===== src/rtl/core/i8wtcim_ram.sv =====
`timescale 1ns / 1ps
// ----------------------------------------------------------------------------
// i8wtcim_ram
// Generic simple dual-port RAM: one write port, one read port, registered read.
// ----------------------------------------------------------------------------
module i8wtcim_ram #(
    parameter int WIDTH  = 8,
    parameter int DEPTH  = 32,
    parameter int ADDR_W = $clog2(DEPTH)
) (
    input  logic              i_clk,
    input  logic              i_we,
    input  logic [ADDR_W-1:0] i_waddr,
    input  logic [WIDTH-1:0]  i_wdata,
    input  logic [ADDR_W-1:0] i_raddr,
    output logic [WIDTH-1:0]  o_rdata
);

    logic [WIDTH-1:0] r_mem [DEPTH];
    logic [WIDTH-1:0] r_rdata;

    // Write port and read-first registered read
    always_ff @(posedge i_clk) begin
        if (i_we) begin
            r_mem[i_waddr] <= i_wdata;
        end
        r_rdata <= r_mem[i_raddr];
    end

    assign o_rdata = r_rdata;

endmodule


===== config.mk =====
export PLATFORM = sky130hd
export DESIGN_NAME = i8wtcim_ram
export DESIGN_NICKNAME = d
export VERILOG_FILES = /design/src/rtl/core/i8wtcim_ram.sv
export SDC_FILE = /design/constraint.sdc
export NUM_CORES = 1
export LEC_CHECK = 0
export BUFFER_PORTS_ARGS = -buffer_cell sky130_fd_sc_hd__buf_2
export CAP_MARGIN = 20
export CELL_PAD_IN_SITES_DETAIL_PLACEMENT = 1
export CELL_PAD_IN_SITES_GLOBAL_PLACEMENT = 1
export CORE_ASPECT_RATIO = 0.9
export CORE_MARGIN = 8
export CORE_UTILIZATION = 58
export CTS_BUF_LIST = sky130_fd_sc_hd__clkbuf_8
export CTS_CLUSTER_DIAMETER = 50
export DETAILED_ROUTE_END_ITERATION = 12
export PLACE_DENSITY = 0.79
export SYNTH_ARGS = -nofsm -noshare
export SYNTH_HDL_FRONTEND = slang
export SYNTH_SLANG_ARGS = --single-unit

===== constraint.sdc =====
create_clock -name i_clk -period 2.59 [get_ports i_clk]
set_input_delay 0.1295 -clock i_clk [delete_from_list [all_inputs] [get_ports i_clk]]
set_output_delay 0.1295 -clock i_clk [all_outputs]
set_load 0.05 [all_outputs]

## After elaboration in Yosys (flattened, before gate mapping)

Memories as Yosys holds them, arrays and structs flattened. A register that Yosys moved wholly into a read port is not among the register bits.
Index checks and enable logic that the tools add are counted.

- Flip-flop bits (word level): 0
- RAM bits: 256
- Input bits: 20
- Output and inout bits: 8
- Logic and storage cells: 3
- Memories kept: 1

- Muxes and demuxes: 2

Memory list:

| memory | depth | width | read ports | clocked after Yosys merged registers in | write ports | line | text |
|---|---|---|---|---|---|---|---|
| r_mem | 32 | 8 | 1 | 1 | 1 | 19 | `logic [WIDTH-1:0] r_mem [DEPTH];` |

Operators with widths:

| kind | number |
|---|---|
| $mux W1 | 2 |

## Logic depth before layout (Yosys ltp)

Gate-level depths: netlist of the first run.

- Word-level depth: 2
- Depth in mapped cells: 5

## Least setup slack after synthesis of the first run

OpenSTA, ideal clock, no wires.

- Path kind: input -> register
- Start point: in i_raddr[2]
- End point: reg r_rdata[0] (netlist: o_rdata[0]) (read register of r_mem)
- Library setup time: 0.121 ns
- Arrival: 1.811 ns
- Path slack: 0.658 ns
- Stages: 5
- Path buffers: 2
- Cells stage by stage: clkbuf_1 > clkbuf_1 > mux4_2 > mux4_2 > mux2_2

RTL lines:

| item | line | text |
|---|---|---|
| start: declaration | 15 | `input logic [ADDR_W-1:0] i_raddr,` |
| end: declaration | 20 | `logic [WIDTH-1:0] r_rdata;` |

==> metrics.md, run 1 <==
| Metric | Value |
|---|---|
| Status | completed |
| Inserted Diodes | 0 |
| Met1 GRT Util | 0.294 |
| Vias per cell | slightly above 6 |
| Vias in the first global route | slightly above 5k |
| GRT overflow | 0 |
| Global-route wire length before repair | 32,400 um |
| TNS Setup | 0 ns |
| CP Data Required Time | 3.00 ns |
| Post_cts resized | 0 |
| Worst-margin pin slew | between 0.8 and 0.9 ns |
| Initial antenna violation count | 0 |
| CP Capture Type | flop |
| Final Core Density | 0.667 |
| RSZ-0062 raised after global routing | false |
| Post-route ant nets | 0 |
| Cells after Synth | about 420 |
| Average cell area after synthesis | approximately 24 um^2 |
| Max FO, Critical Path | 1 |
| Clk_skew | 0.0314 ns |
| CP Launch Type | flop |
| HP Class | primary input to flop |
| Crit-path leading delay family | multiplexers |
| Hold Vio Cnt, Final | 0 |
| Max-slew violations | 0 |
| Max_cap viols | 0 |
| Pin count of the biggest net entering global routing | 65 |
| Seq/Total Area, Yosys | 0.781 |
| # IOs | 28 |
| Root Buffer | clkbuf_8 |
| Crit path top cell by count | mux4_2 |
| Crit-path cells | mux4_2 -> mux4_2 -> mux2_2 |
| CP Class | flop to flop |
| Yosys warnings | 0 |
| Synthesized area | just over 0.01 mm^2 |
| Nets | just over 500 |
| Library cells used by synthesis | 15 |
| Die Y | roughly 140 um |
| Gr busiest metal | met2 |
| Clock transition at the registers of the reported paths | roughly 0.060 ns |
| FP Rows | 45 |
| Met2 usage | 0.316 |
| DRT Wirelength | approximately 22,000 um |
| Rel. slew slack | 0.437 |
| Routed len/inst | just under 30 um |
| Clk_lat worst skew | ~0.54 ns |
| Final worst path period share | 0.707 |
| Starting Density | 0.593 |
| R2R cell count | 3 |
| WP depth | 3 |
| IO Port Bufs | 27 |
| Slowest CP cell | mux4_2 |
| Min Tclk post-route | 1.83 ns |
| GRT Resource Usage Total | 0.206 |
| Max incr delay on CP | ~0.54 ns |
| CTS H-tree depth | 2 |
| PwrDens | ~750 mW/mm^2 |
| Die X | approximately 150 um |
| Worst hold path cell count | 2 |
| Setup repair bufs after CTS | 0 |
| Core area | around 0.017 mm^2 |
| VDD IR max | 0.571 mV |
| CTS Buffer Depth | 3 |
| Placer Congestion | between 0.7 and 0.8 |
| Die area | around 0.022 mm^2 |
| Share of layout cells above drive strength 1 | 0.363 |
| Post-cts hold buffer count | 0 |
| Synthesis-to-layout area growth | 12.5% |
| Critical Path AT | approximately 2.2 ns |
| Syn_nets | ~440 |
| DR iter-0 viols | 400 |
| Met3 usage | 0.0504 |
| Buffers & Inverters on Critical Path | 0 |
| Post-route DRC | 0 |
| Via count | 4,591 |
| Pre-antenna DRT Iters | 5 |
| #FFs+latches synth | about 260 |
| Post-DP HPWL | about 13,000 um |
| Number of CTS-inserted buffers | 42 |
| CTS tree | built |
| Clock sinks | 264 |
| Leak pwr | roughly 0.0036 uW |
| Final count of negative-setup-slack endpoints | 0 |
| Fmax | around 550 MHz |
-- through the flow --
stage          power (uW)  std cells  area (um^2)  setup WS, ns  hold slack, ns
2_1_floorplan        5170        417        10100         0.658           0.228
3_3_place_gp         5350        677        10600         0.485           0.587
3_5_place_dp         5380        677        10600         0.450           0.594
4_1_cts              8570        750        11300         0.745          0.0243
5_1_grt              8750        750        11300         0.734          0.0424
6_report             8500        750        11300         0.758          0.0452
-- worst paths after layout --
check | end | slack [ns] | start
worst max-delay path | o_rdata[2]$_DFF_P_ | 0.76 | r_mem[20][2]$_DFFE_PP_
worst min-delay path | o_rdata[1]$_DFF_P_ | 0.05 | i_raddr[3]
worst max register to register | o_rdata[2]$_DFF_P_ | 0.76 | r_mem[20][2]$_DFFE_PP_
worst min register to register | o_rdata[5]$_DFF_P_ | 0.93 | r_mem[10][5]$_DFFE_PP_
-- registers in the layout, indices dropped and copies added (netlist names) --
| signal | count |
|---|---|
| r_mem | 256 |
| o_rdata | 8 |
-- layout make-up --
type                    count  area [um^2]
clock buffers              48          661
repair buffers             45          310
multi-input cells         133         2100
fillers                  1312         5640
flip-flops and latches    264         7850
clock inverters            25         97.6
well taps                 235          294
-- kinds of logic (layout without fill, tap and decap cells) --
family / after synthesis / count (layout) / share of synthesized area
buffers and inverters: 20 / 118 / 0.0106
DFF: 264 / 264 / 0.781
muxes: 88 / 88 / 0.188
and+or+nand+nor: 45 / 45 / 0.0207
-- Yosys cell counts, drive strengths merged --
master  count  area [um^2]
buf        14         83.8
nand3       2         10.0
nor2       33          124
nand2       1         3.75
mux2        8         90.1
mux4       80         1800
nand3b      5         37.5
or3b        3         26.3
clkbuf      6         22.5
edfxtp    256         7690
or3         1         6.26
dfxtp       8          160
-- placed cells by master (no fill, tap or decap), drive strengths merged --
cell,instances
buf,45
nand2,1
mux4,80
nand3,2
inv,14
or3,1
clkinv,11
or3b,3
clkbuf,48
nor2,33
dfxtp,8
nand3b,5
edfxtp,256
mux2,8
-- report_power, final --
group | switching, uW | leakage [uW] | total, uW | internal, uW
Clock | 1540 | 0.000444 | 3220 | 1680
Combinational | 316 | 0.000810 | 513 | 197
Sequential | 20.8 | 0.00237 | 4770 | 4750
Total | 1880 | 0.00363 | 8500 | 6630
-- metal layers --
| metal | part of all wire | up-vias |
|---|---|---|
| li1 | - | 1920 |
| met1 | 0.43 | 2456 |
| met2 | 0.48 | 183 |
| met3 | 0.077 | 32 |
| met4 | 0.016 | 0 |
| met5 | 0 | - |
(Power assumes the default switching activity.)
==> inputs of run 2 (changes only) <==
--- a/config.mk
+++ b/config.mk
@@ -11,11 +11,11 @@
 export CELL_PAD_IN_SITES_GLOBAL_PLACEMENT = 1
 export CORE_ASPECT_RATIO = 0.9
 export CORE_MARGIN = 8
-export CORE_UTILIZATION = 58
+export CORE_UTILIZATION = 52
 export CTS_BUF_LIST = sky130_fd_sc_hd__clkbuf_8
 export CTS_CLUSTER_DIAMETER = 50
 export DETAILED_ROUTE_END_ITERATION = 12
-export PLACE_DENSITY = 0.79
+export PLACE_DENSITY = 0.75
 export SYNTH_ARGS = -nofsm -noshare
 export SYNTH_HDL_FRONTEND = slang
 export SYNTH_SLANG_ARGS = --single-unit
==> constraint.sdc (replaced) <==
create_clock -name i_clk -period 1.55 [get_ports i_clk]
set_input_delay 0.0775 -clock i_clk [delete_from_list [all_inputs] [get_ports i_clk]]
set_output_delay 0.0775 -clock i_clk [all_outputs]
set_load 0.05 [all_outputs]
==> metrics.md, run 2 (same netlist as run 1, synthesis figures left out) <==
| Metric | Value |
|---|---|
| CTS H-tree depth | 2 (unchanged) |
| Max FO, Critical Path | 1 (unchanged) |
| GRT overflow | 0 (unchanged) |
| Number of CTS-inserted buffers | 42 (unchanged) |
| Pin count of the biggest net entering global routing | 33 (-49%) |
| Leak pwr | 0.00379 uW (+4.5%) |
| FP Rows | 48 (+6.7%) |
| Synthesis-to-layout area growth | 15.2% |
| Post-route DRC | 0 (unchanged) |
| Fmax | 544 MHz (-0.40%) |
| Clk_lat worst skew | 0.53 ns (about the same) |
| Post-route ant nets | 0 (unchanged) |
| Clock power share | 0.388 (+0.010) |
| # IOs | 28 (unchanged) |
| Worst-margin pin slew | 0.687 ns (-0.154 ns) |
| PwrDens | 1250 mW/mm^2 (+66%) |
| Hold Vio Cnt, Final | 0 (unchanged) |
| Pre-antenna DRT Iters | 5 (unchanged) |
| Rel. slew slack | 0.542 (+0.105) |
| Comb pwr share | 0.061 (about the same) |
| Starting Density | 0.526 (-0.0668) |
| DP Cell Count | 713 (+5.3%) |
| Commonest non-fill, non-tap cell in the layout | edfxtp_1 |
| Die Y | 148 um (+5.0%) |
| Root Buffer | clkbuf_8 |
| DR iter-0 viols | 537 (+34%) |
| Net Sw Frac | 0.214 (-0.00638) |
| Max_cap viols | 0 (unchanged) |
| Global-route wire length before repair | 33,400 um (+3.0%) |
| Routed len/inst | 28.9 um (-0.50%) |
| Most frequent cells in the layout | edfxtp_1 (256), mux4_2 (80), clkbuf_8 (47) |
| Internal | 11,400 uW (+72%) |
| TNS Setup | -2.05 ns (-2.05 ns) |
| Via count | 4,763 (+3.7%) |
| Switching pwr | 3100 uW (+66%) |
| Critical Path AT | 2.24 ns (about the same) |
| CP Launch Type | flop |
| CP Capture Type | flop |
| Final Core Density | 0.607 (-0.0607) |
| CTS tree | built |
| VDD IR max | 0.948 mV (+66%) |
| Setup WS pre-CTS | -0.454 ns (-0.904 ns) |
| Die area | 0.0240 mm^2 (+10%) |
| Share of layout cells above drive strength 1 | 0.387 (+0.0242) |
| HP Class | primary input to flop |
| RSZ-0062 raised after global routing | true |
| Min Tclk post-route | 1.84 ns (+0.00740 ns) |
| Clk_skew | 0.0211 ns (-0.0103 ns) |
| Post-DP HPWL | 14,300 um (+6.7%) |
| Final worst path period share | 1.19 (+0.479) |
| Inserted Diodes | 0 (unchanged) |
| CP Data Required Time | 1.95 ns (-1.05 ns) |
| GRT Resource Usage Total | 0.194 (-0.0118) |
| Clock transition at the registers of the reported paths | 0.06 ns (about the same) |
| Final count of negative-setup-slack endpoints | 8 (+8) |
| Post-cts hold buffer count | 0 (unchanged) |
| Initial antenna violation count | 0 (unchanged) |
| Max FFs per register | 256 (unchanged) |
| CP Class | flop to flop |
| Reg with most FFs | r_mem |
| CTS Buffer Depth | 3 (unchanged) |
| Clock sinks | 264 (unchanged) |
| Status | finished, violations left |
| Final setup margin | -0.289 ns (-1.05 ns) |
| Max-slew violations | 0 (unchanged) |
| Reg power frac | 0.551 (-0.010) |
| Die X | 163 um (+5.0%) |
| IO Port Bufs | 27 (unchanged) |
| DRT Wirelength | 22,700 um (+4.4%) |
| Placer Congestion | 0.761 (+6.3%) |
| Finished Layout Cells | 787 (+4.9%) |
| Failing checks | setup timing |
| Nets | 527 (+4.2%) |
| Core area | 0.0191 mm^2 (+13%) |
| Filler cells | 1,598 (+22%) |
| Vias in the first global route | 5,061 (+0.62%) |
| Vias per cell | 6.05 (-1.1%) |
-- run 2: cell count changes in the layout (fill, tap and decap cells not counted), moves of 2 or more --
| cell | previous run | this run |
|---|---|---|
| buf_4 | 16 | 33 |
| buf_12 | 3 | 7 |
| inv_1 | 14 | 17 |
| bufinv_16 | 0 | 2 |
| clkinv_1 | 8 | 6 |
-- run 2: worst max-delay path, stage by stage (launching register included) --
cell and delay [ns]:
edfxtp_1 0.40, mux4_2 0.54, mux4_2 0.50, mux2_4 0.27
-- run 2: timing repair --
item,4_1_cts,5_1_grt
setup buffers,0,0
gates cloned,0,0
setup endpoints to repair,8,8
resized for setup,1,0
-- run 2: layer usage --
| metal | track usage | routed length (um) |
|---|---|---|
| met1 | 0.270 | 9560 |
| met5 | 0 | 0 |
| met2 | 0.304 | 11200 |
| met4 | 0.0587 | 376 |
| met3 | 0.0436 | 1620 |
-- run 2: metrics by stage --
| stage | area, um^2 | hold WS (ns) | total power (uW) |
|---|---|---|---|
| after floorplan | 10200 | 0.176 | 8670 |
| after global placement | 10800 | 0.563 | 8990 |
| after detailed placement | 10800 | 0.558 | 9030 |
| after CTS | 11600 | 0.00650 | 14600 |
| after global routing | 11600 | 0.0239 | 14900 |
| final | 11600 | 0.0414 | 14500 |
-- run 2: power by group through the flow --
stage | Sequential [uW] | Clock, uW | Combinational [uW]
2_1_floorplan | 8210 | 0 | 457
3_3_place_gp | 8120 | 0 | 866
3_5_place_dp | 8130 | 0 | 897
4_1_cts | 7980 | 5740 | 902
5_1_grt | 7980 | 6020 | 938
6_report | 7980 | 5630 | 888
-- run 2: worst paths after layout --
kind	startpoint	endpoint	slack, ns	cells past startpoint
max reg2reg	r_mem[31][3]$_DFFE_PP_	o_rdata[3]$_DFF_P_	-0.29	3
min reg2reg	r_mem[23][6]$_DFFE_PP_	o_rdata[6]$_DFF_P_	0.93	3
min	i_raddr[3]	o_rdata[3]$_DFF_P_	0.04	2
max	r_mem[31][3]$_DFFE_PP_	o_rdata[3]$_DFF_P_	-0.29	3
-- run 2: final cells by class --
type | instances | area [um^2] | area share
flip-flops and latches | 264 | 7850 | 0.677
multi-input cells | 133 | 2100 | 0.182
clock buffers | 47 | 647 | 0.0558
repair buffers | 66 | 518 | 0.0447
well taps | 250 | 313 | 0.0270
clock inverters | 27 | 156 | 0.0135
